[config.mk]
export PLATFORM = sky130hd
export DESIGN_NAME = hsv_to_rgb_converter
export DESIGN_NICKNAME = d
export VERILOG_FILES = /design/src/rtl/hsvrgb_pkg.sv /design/src/rtl/hsvrgb_split.sv /design/src/rtl/hsvrgb_weight.sv /design/src/rtl/hsvrgb_mix.sv /design/src/rtl/hsv_to_rgb_converter.sv
export SDC_FILE = /design/constraint.sdc
export NUM_CORES = 2
export LEC_CHECK = 0
export ABC_AREA = 1
export BUFFER_PORTS_ARGS = -buffer_cell sky130_fd_sc_hd__buf_2
export CAP_MARGIN = 20
export CORE_MARGIN = 1.5
export CORE_UTILIZATION = 35
export CTS_CLUSTER_SIZE = 8
export DETAILED_ROUTE_END_ITERATION = 10
export PLACE_DENSITY = 0.55
export SLEW_MARGIN = 20
export SYNTH_ARGS = -nofsm -noshare
export SYNTH_HDL_FRONTEND = slang
export SYNTH_SLANG_ARGS = --single-unit
[constraint.sdc]
create_clock -name clk -period 21.2 [get_ports clk]
set_input_delay 4.24 -clock clk [delete_from_list [all_inputs] [get_ports clk]]
set_output_delay 4.24 -clock clk [all_outputs]
set_load 0.01 [all_outputs]
[src/rtl/hsvrgb_pkg.sv]
`timescale 1ns / 1ps
// Package for the HSV to RGB converter: widths, constants, codes and stage word types.
// Depends on nothing; every module of the converter refers to it by scoped names.
package hsvrgb_pkg;

    // Fraction bits of the hue position inside a sector.
    localparam int FRAC_BITS = 8;

    // Field widths of the input and result words.
    localparam int HUE_W = 15;
    localparam int Q8_W = 9;
    localparam int Q8_FRAC = 8;
    localparam int CH_W = 8;
    localparam int RGB_W = 3 * CH_W;

    // Range limits and sector geometry (hue in 1/64 degree).
    localparam int Q8_ONE = 256;
    localparam int SECTOR_UNITS = 3840;
    localparam int SECTOR_COUNT = 6;
    localparam int HUE_MAX = SECTOR_UNITS * SECTOR_COUNT;
    localparam int SECTOR_W = 3;
    localparam int REM_W = 12;

    // Value scaled by 255, kept exact.
    localparam int V255_W = Q8_W + Q8_FRAC;

    // Exact division by the sector width: multiply by a rounded-up reciprocal.
    // With a numerator below 2^NUM_W and 2^REM_W >= SECTOR_UNITS the quotient is exact.
    localparam int NUM_W = REM_W + FRAC_BITS;
    localparam int DIV_SHIFT = NUM_W + REM_W;
    localparam int MULT_W = DIV_SHIFT - REM_W + 1;
    localparam int DIVP_W = NUM_W + MULT_W;
    localparam logic [63:0] DIV_MULT_FULL =
        ((64'd1 << DIV_SHIFT) + 64'(SECTOR_UNITS - 1)) / 64'(SECTOR_UNITS);
    localparam logic [MULT_W-1:0] DIV_MULT = DIV_MULT_FULL[MULT_W-1:0];

    // Weights for q and t carry FRAC_BITS more fraction bits than saturation.
    localparam int WGT_W = Q8_W + FRAC_BITS;
    localparam logic [WGT_W-1:0] WGT_ONE = WGT_W'(Q8_ONE) << FRAC_BITS;
    localparam int P_PROD_W = V255_W + Q8_W;
    localparam int QT_PROD_W = V255_W + WGT_W;
    localparam int P_SHIFT = 2 * Q8_FRAC;
    localparam int QT_SHIFT = P_SHIFT + FRAC_BITS;

    // Hue sectors, named after the color at their start.
    typedef enum logic [SECTOR_W-1:0] {
        SEC_RED     = 3'd0,
        SEC_YELLOW  = 3'd1,
        SEC_GREEN   = 3'd2,
        SEC_CYAN    = 3'd3,
        SEC_BLUE    = 3'd4,
        SEC_MAGENTA = 3'd5
    } sector_t;

    // How the final word is formed.
    typedef enum logic [1:0] {
        KIND_COLOR   = 2'd0,
        KIND_GREY    = 2'd1,
        KIND_INVALID = 2'd2
    } kind_t;

    // Input and result words.
    typedef struct packed {
        logic [HUE_W-1:0] hue;
        logic [Q8_W-1:0]  saturation;
        logic [Q8_W-1:0]  brightness;
    } hsv_t;

    typedef struct packed {
        logic [RGB_W-1:0] rgb_word;
        logic             invalid;
    } rgb_t;

    // Pipeline stage words.
    typedef struct packed {
        kind_t             kind;
        sector_t           sector;
        logic [REM_W-1:0]  rem;
        logic [Q8_W-1:0]   sat;
        logic [V255_W-1:0] v255;
    } split_t;

    typedef struct packed {
        kind_t                kind;
        sector_t              sector;
        logic [FRAC_BITS-1:0] frac;
        logic [Q8_W-1:0]      sat;
        logic [V255_W-1:0]    v255;
    } frac_t;

    typedef struct packed {
        kind_t             kind;
        sector_t           sector;
        logic [WGT_W-1:0]  sf;
        logic [Q8_W-1:0]   sat;
        logic [V255_W-1:0] v255;
    } sfrac_t;

    typedef struct packed {
        kind_t           kind;
        sector_t         sector;
        logic [CH_W-1:0] vi;
        logic [CH_W-1:0] pi;
        logic [CH_W-1:0] qi;
        logic [CH_W-1:0] ti;
    } chan_t;

    // Hue at the start of a sector.
    function automatic logic [HUE_W-1:0] sector_base(input logic [SECTOR_W-1:0] idx);
        return HUE_W'(int'(idx) * SECTOR_UNITS);
    endfunction

endpackage

[src/rtl/hsvrgb_split.sv]
`timescale 1ns / 1ps
// First two pipeline stages: range check, sector split and fraction inside the sector.
// Depends on hsvrgb_pkg.
module hsvrgb_split (
    input  logic              clk,
    input  logic              rst_n,
    input  logic              up_valid,
    output logic              up_ready,
    input  hsvrgb_pkg::hsv_t  up_word,
    output logic              dn_valid,
    input  logic              dn_ready,
    output hsvrgb_pkg::frac_t dn_word
);

    hsvrgb_pkg::split_t s1_reg;
    hsvrgb_pkg::split_t s1_next;
    logic               s1_valid_reg;
    hsvrgb_pkg::frac_t  s2_reg;
    hsvrgb_pkg::frac_t  s2_next;
    logic               s2_valid_reg;
    logic               s1_ready;
    logic               s2_ready;
    logic [hsvrgb_pkg::SECTOR_W-1:0] raw_sector;
    logic [hsvrgb_pkg::DIVP_W-1:0]   div_prod;

    // A stage takes a new word when it is empty or its word moves on.
    assign s2_ready = !s2_valid_reg || dn_ready;
    assign s1_ready = !s1_valid_reg || s2_ready;
    assign up_ready = s1_ready;

    // Stage 1: classify, find the sector by parallel compares, and scale value by 255.
    always_comb
    begin
        raw_sector = '0;
        for (int k = 1; k <= hsvrgb_pkg::SECTOR_COUNT; k++)
        begin
            if (up_word.hue >= hsvrgb_pkg::sector_base(hsvrgb_pkg::SECTOR_W'(k)))
            begin
                raw_sector = hsvrgb_pkg::SECTOR_W'(k);
            end
        end
        s1_next.rem = hsvrgb_pkg::REM_W'(up_word.hue - hsvrgb_pkg::sector_base(raw_sector));
        // A hue of exactly 360 degrees folds back onto the red sector.
        if (raw_sector == hsvrgb_pkg::SECTOR_W'(hsvrgb_pkg::SECTOR_COUNT))
        begin
            s1_next.sector = hsvrgb_pkg::SEC_RED;
        end
        else
        begin
            s1_next.sector = hsvrgb_pkg::sector_t'(raw_sector);
        end
        if (up_word.hue > hsvrgb_pkg::HUE_W'(hsvrgb_pkg::HUE_MAX)
            || up_word.saturation > hsvrgb_pkg::Q8_W'(hsvrgb_pkg::Q8_ONE)
            || up_word.brightness > hsvrgb_pkg::Q8_W'(hsvrgb_pkg::Q8_ONE))
        begin
            s1_next.kind = hsvrgb_pkg::KIND_INVALID;
        end
        else if (up_word.saturation == '0)
        begin
            s1_next.kind = hsvrgb_pkg::KIND_GREY;
        end
        else
        begin
            s1_next.kind = hsvrgb_pkg::KIND_COLOR;
        end
        s1_next.sat = up_word.saturation;
        s1_next.v255 = (hsvrgb_pkg::V255_W'(up_word.brightness) << hsvrgb_pkg::Q8_FRAC)
                       - hsvrgb_pkg::V255_W'(up_word.brightness);
    end

    // Stage 2: fraction = (rem << FRAC_BITS) / sector width through the reciprocal.
    assign div_prod = hsvrgb_pkg::DIVP_W'({s1_reg.rem, {hsvrgb_pkg::FRAC_BITS{1'b0}}})
                      * hsvrgb_pkg::DIVP_W'(hsvrgb_pkg::DIV_MULT);

    always_comb
    begin
        s2_next.kind = s1_reg.kind;
        s2_next.sector = s1_reg.sector;
        s2_next.frac = div_prod[hsvrgb_pkg::DIV_SHIFT +: hsvrgb_pkg::FRAC_BITS];
        s2_next.sat = s1_reg.sat;
        s2_next.v255 = s1_reg.v255;
    end

    // Valid bits.
    always_ff @(posedge clk or negedge rst_n)
    begin
        if (!rst_n)
        begin
            s1_valid_reg <= 1'b0;
            s2_valid_reg <= 1'b0;
        end
        else
        begin
            if (s1_ready)
            begin
                s1_valid_reg <= up_valid;
            end
            if (s2_ready)
            begin
                s2_valid_reg <= s1_valid_reg;
            end
        end
    end

    // Stage words.
    always_ff @(posedge clk)
    begin
        if (s1_ready)
        begin
            s1_reg <= s1_next;
        end
        if (s2_ready)
        begin
            s2_reg <= s2_next;
        end
    end

    assign dn_valid = s2_valid_reg;
    assign dn_word = s2_reg;

endmodule

[src/rtl/hsvrgb_weight.sv]
`timescale 1ns / 1ps
// Stages three and four: saturation times fraction, then the p, q and t channel products.
// Depends on hsvrgb_pkg.
module hsvrgb_weight (
    input  logic              clk,
    input  logic              rst_n,
    input  logic              up_valid,
    output logic              up_ready,
    input  hsvrgb_pkg::frac_t up_word,
    output logic              dn_valid,
    input  logic              dn_ready,
    output hsvrgb_pkg::chan_t dn_word
);

    hsvrgb_pkg::sfrac_t s3_reg;
    hsvrgb_pkg::sfrac_t s3_next;
    logic               s3_valid_reg;
    hsvrgb_pkg::chan_t  s4_reg;
    hsvrgb_pkg::chan_t  s4_next;
    logic               s4_valid_reg;
    logic               s3_ready;
    logic               s4_ready;
    logic [hsvrgb_pkg::Q8_W-1:0]      wp;
    logic [hsvrgb_pkg::WGT_W-1:0]     wq;
    logic [hsvrgb_pkg::WGT_W-1:0]     wt;
    logic [hsvrgb_pkg::P_PROD_W-1:0]  prod_p;
    logic [hsvrgb_pkg::QT_PROD_W-1:0] prod_q;
    logic [hsvrgb_pkg::QT_PROD_W-1:0] prod_t;

    assign s4_ready = !s4_valid_reg || dn_ready;
    assign s3_ready = !s3_valid_reg || s4_ready;
    assign up_ready = s3_ready;

    // Stage 3: s * f.
    always_comb
    begin
        s3_next.kind = up_word.kind;
        s3_next.sector = up_word.sector;
        s3_next.sf = hsvrgb_pkg::WGT_W'(up_word.sat) * hsvrgb_pkg::WGT_W'(up_word.frac);
        s3_next.sat = up_word.sat;
        s3_next.v255 = up_word.v255;
    end

    // Stage 4: weights 1-s, 1-s*f and 1-s*(1-f), each times 255*v, then truncated.
    assign wp = hsvrgb_pkg::Q8_W'(hsvrgb_pkg::Q8_ONE) - s3_reg.sat;
    assign wq = hsvrgb_pkg::WGT_ONE - s3_reg.sf;
    assign wt = hsvrgb_pkg::WGT_W'((hsvrgb_pkg::WGT_W + 1)'(hsvrgb_pkg::WGT_ONE)
                + (hsvrgb_pkg::WGT_W + 1)'(s3_reg.sf)
                - ((hsvrgb_pkg::WGT_W + 1)'(s3_reg.sat) << hsvrgb_pkg::FRAC_BITS));
    assign prod_p = hsvrgb_pkg::P_PROD_W'(s3_reg.v255) * hsvrgb_pkg::P_PROD_W'(wp);
    assign prod_q = hsvrgb_pkg::QT_PROD_W'(s3_reg.v255) * hsvrgb_pkg::QT_PROD_W'(wq);
    assign prod_t = hsvrgb_pkg::QT_PROD_W'(s3_reg.v255) * hsvrgb_pkg::QT_PROD_W'(wt);

    always_comb
    begin
        s4_next.kind = s3_reg.kind;
        s4_next.sector = s3_reg.sector;
        s4_next.vi = s3_reg.v255[hsvrgb_pkg::Q8_FRAC +: hsvrgb_pkg::CH_W];
        s4_next.pi = prod_p[hsvrgb_pkg::P_SHIFT +: hsvrgb_pkg::CH_W];
        s4_next.qi = prod_q[hsvrgb_pkg::QT_SHIFT +: hsvrgb_pkg::CH_W];
        s4_next.ti = prod_t[hsvrgb_pkg::QT_SHIFT +: hsvrgb_pkg::CH_W];
    end

    // Valid bits.
    always_ff @(posedge clk or negedge rst_n)
    begin
        if (!rst_n)
        begin
            s3_valid_reg <= 1'b0;
            s4_valid_reg <= 1'b0;
        end
        else
        begin
            if (s3_ready)
            begin
                s3_valid_reg <= up_valid;
            end
            if (s4_ready)
            begin
                s4_valid_reg <= s3_valid_reg;
            end
        end
    end

    // Stage words.
    always_ff @(posedge clk)
    begin
        if (s3_ready)
        begin
            s3_reg <= s3_next;
        end
        if (s4_ready)
        begin
            s4_reg <= s4_next;
        end
    end

    assign dn_valid = s4_valid_reg;
    assign dn_word = s4_reg;

endmodule

[src/rtl/hsvrgb_mix.sv]
`timescale 1ns / 1ps
// Final stage: orders the channels by sector, applies grey and invalid words, output register.
// Depends on hsvrgb_pkg.
module hsvrgb_mix (
    input  logic              clk,
    input  logic              rst_n,
    input  logic              up_valid,
    output logic              up_ready,
    input  hsvrgb_pkg::chan_t up_word,
    output logic              out_valid,
    input  logic              out_stall,
    output hsvrgb_pkg::rgb_t  out_word
);

    hsvrgb_pkg::rgb_t rgb_reg;
    hsvrgb_pkg::rgb_t rgb_next;
    logic             valid_reg;
    logic             ready;
    logic [hsvrgb_pkg::CH_W-1:0] red;
    logic [hsvrgb_pkg::CH_W-1:0] green;
    logic [hsvrgb_pkg::CH_W-1:0] blue;

    // The register loads when empty or when its word is being taken.
    assign ready = !valid_reg || !out_stall;
    assign up_ready = ready;

    // Channel order per sector.
    always_comb
    begin
        case (up_word.sector)
            hsvrgb_pkg::SEC_YELLOW:
            begin
                red = up_word.qi;
                green = up_word.vi;
                blue = up_word.pi;
            end
            hsvrgb_pkg::SEC_GREEN:
            begin
                red = up_word.pi;
                green = up_word.vi;
                blue = up_word.ti;
            end
            hsvrgb_pkg::SEC_CYAN:
            begin
                red = up_word.pi;
                green = up_word.qi;
                blue = up_word.vi;
            end
            hsvrgb_pkg::SEC_BLUE:
            begin
                red = up_word.ti;
                green = up_word.pi;
                blue = up_word.vi;
            end
            hsvrgb_pkg::SEC_MAGENTA:
            begin
                red = up_word.vi;
                green = up_word.pi;
                blue = up_word.qi;
            end
            default:
            begin
                red = up_word.vi;
                green = up_word.ti;
                blue = up_word.pi;
            end
        endcase
    end

    // Out-of-range inputs give all ones; zero saturation gives grey.
    always_comb
    begin
        case (up_word.kind)
            hsvrgb_pkg::KIND_INVALID:
            begin
                rgb_next.rgb_word = '1;
                rgb_next.invalid = 1'b1;
            end
            hsvrgb_pkg::KIND_GREY:
            begin
                rgb_next.rgb_word = {up_word.vi, up_word.vi, up_word.vi};
                rgb_next.invalid = 1'b0;
            end
            default:
            begin
                rgb_next.rgb_word = {red, green, blue};
                rgb_next.invalid = 1'b0;
            end
        endcase
    end

    always_ff @(posedge clk or negedge rst_n)
    begin
        if (!rst_n)
        begin
            valid_reg <= 1'b0;
        end
        else if (ready)
        begin
            valid_reg <= up_valid;
        end
    end

    always_ff @(posedge clk)
    begin
        if (ready)
        begin
            rgb_reg <= rgb_next;
        end
    end

    assign out_valid = valid_reg;
    assign out_word = rgb_reg;

endmodule

[src/rtl/hsv_to_rgb_converter.sv]
`timescale 1ns / 1ps
// Top level of the HSV to RGB converter: five-stage pipeline and its handshake.
// Depends on hsvrgb_pkg, hsvrgb_split, hsvrgb_weight and hsvrgb_mix.
//
// Usage:
// The hsv channel carries one word per pixel: hue in 1/64 degree (0..23040), saturation
// and brightness in Q8 (0..256). The rgb channel returns one word per input word, in
// order: a packed 0xRRGGBB color and an invalid flag. Inputs out of range give all ones
// with invalid set; zero saturation gives grey.
// A word is taken at a rising edge where valid is high and stall is low.
// The five register stages are sector split, fraction multiply, s*f multiply, channel
// multiplies and output; rgb_valid rises when the word reaches the output register.
// Throughput is one word per cycle unless rgb_stall holds the pipeline; stages two and
// three hold one multiplier each, stage four the three channel multipliers side by side.
// When rgb_stall is high, the output word holds and the stages behind it keep filling
// until every stage is full; only then is hsv_stall raised.
// Reset clears all valid bits, so the pipeline comes up empty with rgb_valid low.
module hsv_to_rgb_converter (
    input  logic              clk,
    input  logic              rst_n,
    input  logic              hsv_valid,
    output logic              hsv_stall,
    input  hsvrgb_pkg::hsv_t  hsv,
    output logic              rgb_valid,
    input  logic              rgb_stall,
    output hsvrgb_pkg::rgb_t  rgb
);

    logic              split_ready;
    logic              frac_valid;
    logic              weight_ready;
    hsvrgb_pkg::frac_t frac_word;
    logic              chan_valid;
    logic              mix_ready;
    hsvrgb_pkg::chan_t chan_word;

    assign hsv_stall = !split_ready;

    hsvrgb_split u_split (
        .clk      (clk),
        .rst_n    (rst_n),
        .up_valid (hsv_valid),
        .up_ready (split_ready),
        .up_word  (hsv),
        .dn_valid (frac_valid),
        .dn_ready (weight_ready),
        .dn_word  (frac_word)
    );

    hsvrgb_weight u_weight (
        .clk      (clk),
        .rst_n    (rst_n),
        .up_valid (frac_valid),
        .up_ready (weight_ready),
        .up_word  (frac_word),
        .dn_valid (chan_valid),
        .dn_ready (mix_ready),
        .dn_word  (chan_word)
    );

    hsvrgb_mix u_mix (
        .clk       (clk),
        .rst_n     (rst_n),
        .up_valid  (chan_valid),
        .up_ready  (mix_ready),
        .up_word   (chan_word),
        .out_valid (rgb_valid),
        .out_stall (rgb_stall),
        .out_word  (rgb)
    );

    // Input back-pressure only appears when a result is held at the output.
    assert property (@(posedge clk) disable iff (!rst_n)
        hsv_stall |-> (rgb_valid && rgb_stall))
        else $error("input stalled while the output is not held");

    // A word taken while rgb_stall stays low reaches the output with rgb_valid set.
    assert property (@(posedge clk) disable iff (!rst_n)
        (hsv_valid && !hsv_stall) ##1 !rgb_stall ##1 !rgb_stall ##1 !rgb_stall
        ##1 !rgb_stall |=> rgb_valid)
        else $error("accepted word did not reach the output in five cycles");

    // An invalid result always carries the all-ones color.
    assert property (@(posedge clk) disable iff (!rst_n)
        (rgb_valid && rgb.invalid) |-> (rgb.rgb_word == '1))
        else $error("invalid result without all-ones color");

endmodule
Word-level counts from Yosys, hierarchy flattened
Index checks and enable logic that the tools add are counted.

storage, ports and cells
  register bits = 197
  bits of input ports = 37
  output and inout port bits = 27
  word-level logic and storage cells = 87

cells by class
  add/sub/neg operators = 6
  multipliers = 6
  $lt $le $gt $ge = 9
  equality and inequality tests = 8
  mux-type cells = 11
  reductions and logical operators = 19

operators with widths
  operator                                                             count
  case mux 8 bit (3 select lines)                                      3
  multiplier 17 x 17 -> 32 bit                                         2
  case mux 25 bit (2 select lines)                                     1
  multiplier 12 x 20 -> 31 bit, second input constant                  1
  greater-or-equal comparator 15 x 14 -> 1 bit, second input constant  2
  greater-or-equal comparator 15 bit, second input constant            2
  multiplier 17 x 9 -> 24 bit                                          1
  > comparator 9 bit, second input constant                            2
  adder 17 bit, first input constant                                   1
  multiplier 9 x 8 -> 17 bit                                           1
  subtractor 17 bit                                                    1
  subtractor 17 bit, first input constant                              1
  subtractor 17 x 9 -> 17 bit                                          1
  greater-or-equal comparator 15 x 12 -> 1 bit, second input constant  1
  greater-or-equal comparator 15 x 13 -> 1 bit, second input constant  1
  > comparator 15 bit, second input constant                           1
  two-way mux 3 bit                                                    5
  subtractor 12 bit                                                    1
  equality test 3 bit, second input constant                           3
  logical NOT 9 bit                                                    1
  subtractor 9 bit, first input constant                               1
  OR reduction 2 bit                                                   4
  logical NOT 1 bit                                                    7
  logical OR 1 bit                                                     7
  6 further kinds                                                      8

Logic depth before layout (Yosys ltp)
  depth after elaboration = 9
  gate-level depth with buffers = 39
  mapped depth without buffers = 38

By module
A second synthesis with hierarchy kept.

unflattened totals
  cell total of the unflattened synthesis = 4372
  area total of the unflattened synthesis = 36196.0 um^2

by module, submodules not included
  module                instances  cells each  area each (um^2)
  hsvrgb_weight         1          3509        28665.0
  hsvrgb_split          1          514         5280.1
  hsvrgb_mix            1          348         2247.2
  hsv_to_rgb_converter  1          1           3.8

Least setup slack after synthesis
OpenSTA, ideal clock, no wires.

  kind = input to output
  start = in rgb_stall
  end = out hsv_stall
  data arrival time = 7.926 ns
  slack = 9.034 ns
  cell stages on the path = 8
  cells stage by stage = nand2_1 -> nor2_1 -> inv_1 -> nor2_1 -> inv_1 -> nor2_1 -> inv_1 -> nor2_1

between the ends
  word-level cells in the longest chain between the ends = 7

ends and longest elaborated chain
  item                   RTL line                    text
  from (decl)            hsv_to_rgb_converter.sv:25  input logic rgb_stall,
  logical NOT 1 bit      hsvrgb_mix.sv:24            assign ready = !valid_reg || !out_stall;
  logical OR 1 bit       hsvrgb_mix.sv:24
  logical OR 1 bit       hsvrgb_weight.sv:30         assign s4_ready = !s4_valid_reg || dn_ready;
  net u_weight.s4_ready  hsvrgb_weight.sv:22         logic s4_ready;
  logical OR 1 bit       hsvrgb_weight.sv:31         assign s3_ready = !s3_valid_reg || s4_ready;
  net u_split.dn_ready   hsvrgb_split.sv:11          input logic dn_ready,
  logical OR 1 bit       hsvrgb_split.sv:27          assign s2_ready = !s2_valid_reg || dn_ready;
  net u_split.s2_ready   hsvrgb_split.sv:22          logic s2_ready;
  logical OR 1 bit       hsvrgb_split.sv:28          assign s1_ready = !s1_valid_reg || s2_ready;
  logical NOT 1 bit      hsv_to_rgb_converter.sv:37  assign hsv_stall = !split_ready;
  to (decl)              hsv_to_rgb_converter.sv:22  output logic hsv_stall,

The timed path passes the listed nets, and every way through them passes these cells.

Worst setup path in the final report
  start = in rgb_stall
  end = out hsv_stall

between the ends
  word-level cells in the longest chain between the ends = 7

ends and longest elaborated chain
  item                   RTL line                    text
  logical NOT 1 bit      hsvrgb_mix.sv:24
  logical OR 1 bit       hsvrgb_mix.sv:24
  net mix_ready          hsv_to_rgb_converter.sv:34  logic mix_ready;
  logical OR 1 bit       hsvrgb_weight.sv:30
  net u_weight.s4_ready  hsvrgb_weight.sv:22
  logical OR 1 bit       hsvrgb_weight.sv:31
  net u_split.dn_ready   hsvrgb_split.sv:11
  logical OR 1 bit       hsvrgb_split.sv:27
  net u_split.s2_ready   hsvrgb_split.sv:22
  logical OR 1 bit       hsvrgb_split.sv:28
  logical NOT 1 bit      hsv_to_rgb_converter.sv:37

The timed path passes the listed nets, and every way through them passes these cells.

==> run_results.csv <==
group,metric,value,unit
outcome,status,"finished, final reports clean",
drt,detail_route.drc_violations,0,
die,fp.dieW,321,um
die,num_io_pins,64,
drt,route.vias.total,26800,
die,rows,116,
logic_synthesis,synth_top_area_share,34.2,%
clocking,h-tree-depth,4,
cells_and_area,drive_above_1_share,3.94,%
sta,fin_crit,11120,ps
setup_path,arrival,6880,ps
sta,drv_slew,0,
clocking,clock-sinks,197,
sta,setup_viol,0,
logic_synthesis,synth-adder-area-share,46.7,%
global_route,grt_use_total,19.1,%
logic_synthesis,synthXorXnorAreaFrac,1.71,%
sta,worst-slew-pin-transition,1030,ps
logic_synthesis,synth_compound_area_share,5.09,%
die,coreArea,0.100,mm^2
worst_hold_path,holdPathStages,0,
setup_path,start_kind,"primary input",
logic_synthesis,synth_largest_area_cell,"fa_1",
die,dieArea,0.103,mm^2
logic_synthesis,synthSimpleGateAreaFrac,16.8,%
placement,detailedPlace.worstSlack,9620,ps
sta,max_freq,89.9,MHz
cells_and_area,diodes,0,
sta,fin_worst_skew,11.4,ps
clocking,path_clk_slew,70,ps
cells_and_area,fin_cells,5487,
clocking,post-cts-setup-buffer-count,0,
clocking,clockRootBuffer,"clkbuf_16",
logic_synthesis,synth_fp_nets,5194,
cells_and_area,register_area,0.00589,mm^2
logic_synthesis,synth_area_leaders,"fa_1 (34%), edfxtp_1 (16%), ha_1 (12%)",
clocking,ctsHoldBuffers,0,
logic_synthesis,syn_inst,4200,
clocking,clk_latency,450,ps
cells_and_area,final_util,37.4,%
global_route,grt_max_degree,51,
logic_synthesis,yosys_warnings,0,
setup_path,reg2reg_depth,30,
drt,first_iter_violations,1795,
logic_synthesis,ys_seq_area_share,16.7,%
clocking,cts_resized,0,
die,initial_utilization,35.3,%
drt,ant_nets,0,
placement,dp.cells,5456,
logic_synthesis,synthMuxAreaShare,0,%
sta,slew_headroom,31.1,%
global_route,grt_pass1_wl,152000,um
logic_synthesis,netlist_area,0.0353,mm^2
worst_hold_path,hp-class,"flop to flop",
placement,place_hpwl,74800,um
cells_and_area,largest_register_ff_count,48,
setup_path,r2r_slack,12440,ps
logic_synthesis,synth_cell_types,55,
setup_path,path_class,"primary input to output port",
drt,wirelength,95400,um
setup_path,critPathMaxFanout,50,
clocking,cts_buffers,17,
logic_synthesis,avgSynthCellArea,8.41,um^2
cells_and_area,area_growth,6.05,%
logic_synthesis,synth_top_family_by_area,"adder cells",
clocking,cts_tree,"done",
placement,gp_congestion,0.905,
drt,drt-pass1-iter-count,6,
die,die_h,321,um
sta,timing.final.ws_setup,10080,ps
cells_and_area,nNetsFinal,5171,
logic_synthesis,ys_ff_latch,197,
drt,wl_per_cell,17.4,um
placement,portBuffers,63,
global_route,first_global_vias,27600,
cells_and_area,fillers,10400,
drt,viasPerCell,4.89,
sta,timing.final.crit_share,52.5,%
setup_path,endpoint_kind,"output port",
global_route,antenna_found_initial,2,
cells_and_area,multi_input_area,0.0248,mm^2
sta,rsz0062_at_grt,"false",
global_route,grt_remaining_overflow,0,
flow_run,maxCapViolCount,0,
sta,setup_tns,0,ps
clocking,cts_buffer_depth,2,
sta,hold_viol_final,0,
setup_path,cp.required,16960,ps
==> synthesized netlist by cell type, drive strengths merged <==
cell and number:
o21a 2, buf 32, a21o 12, o221a 1, nand4 31, or2 10, o221ai 12, a211oi 3
o21bai 13, o211ai 3, nand2 927, a22oi 3, o21ai 94, clkinv 12, a21oi 112, dfrtp 5
o22ai 20, nor4 12, a221oi 9, inv 1060, a21boi 3, xnor2 21, nor2 328, xor2 48
and2 1, nand3 123, ha 353, a311oi 1, nand3b 4, edfxtp 192, a31o 1, o211a 2
o31ai 2, clkbuf 100, a31oi 14, nor3 30, fa 604
==> layout make-up <==
class	instances	share of cell area (%)
clock buffer	18	1.15
clock inverter	13	0.371
inverter	1072	10.7
multi-input combinational	2799	66.3
sequential	197	15.7
tap	1298	4.33
timing repair buffer	90	1.38
==> cell usage in the layout (no fill, tap or decap), types with 14 or more instances in the layout <==
cell type	instances
a21oi_1	111
a31oi_1	14
buf_2	63
buf_4	27
clkbuf_16	17
edfxtp_1	192
fa_1	604
ha_1	353
inv_1	1049
nand2_1	915
nand3_1	120
nand4_1	31
nor2_1	324
nor3_1	26
o21ai_0	90
o22ai_1	20
xnor2_1	21
xor2_1	48
==> stage by stage <==
step           area, um^2  hold WS (ps)
3_3_place_gp        36900           400
2_1_floorplan       35300           400
4_1_cts             37500           418
5_1_grt             37500           427
3_5_place_dp        36900           405
6_report            37500           416
==> final timing paths <==
kind / startpoint / endpoint
setup / recovery: rgb_stall / hsv_stall
setup reg to reg: u_weight.s3_reg[27] / u_weight.dn_word[2]
hold / removal: u_split.s1_reg[0] / u_split.dn_word[0]
hold reg to reg: u_split.s1_reg[0] / u_split.dn_word[0]
max in group asynchronous: rst_n / u_weight.s3_valid_reg
min in group asynchronous: rst_n / u_split.dn_valid
==> worst max-delay path, stage by stage <==
cell	delay, ps
buf_2	100
nand2_2	440
nor2_1	80
inv_1	70
buf_4	400
nor2_1	100
inv_2	60
buf_4	470
nor2_1	100
inv_1	80
buf_4	420
nor2_1	130
buf_2	170
==> routing by layer <==
layer	routed length, um	vias up	GRT usage [%]
met4	3370	0	6.16
met2	44300	781	31.5
met5	0	-	0
met3	5280	126	1.78
met1	42500	13300	26.3
li1	-	12600	-
==> kinds of logic (layout without fill, tap and decap cells) <==
kind of cell,Yosys count,in the layout
XOR/XNOR,69,69
buffers and inverters,1204,1193
AO/OA/AOI/OAI,307,307
adder cells (fa/ha/maj),957,957
flip-flops,197,197
AND/OR/NAND/NOR,1466,1466
Power is not shown: default switching activity piles up to over one toggle a cycle in this logic, so the estimate is an artifact.
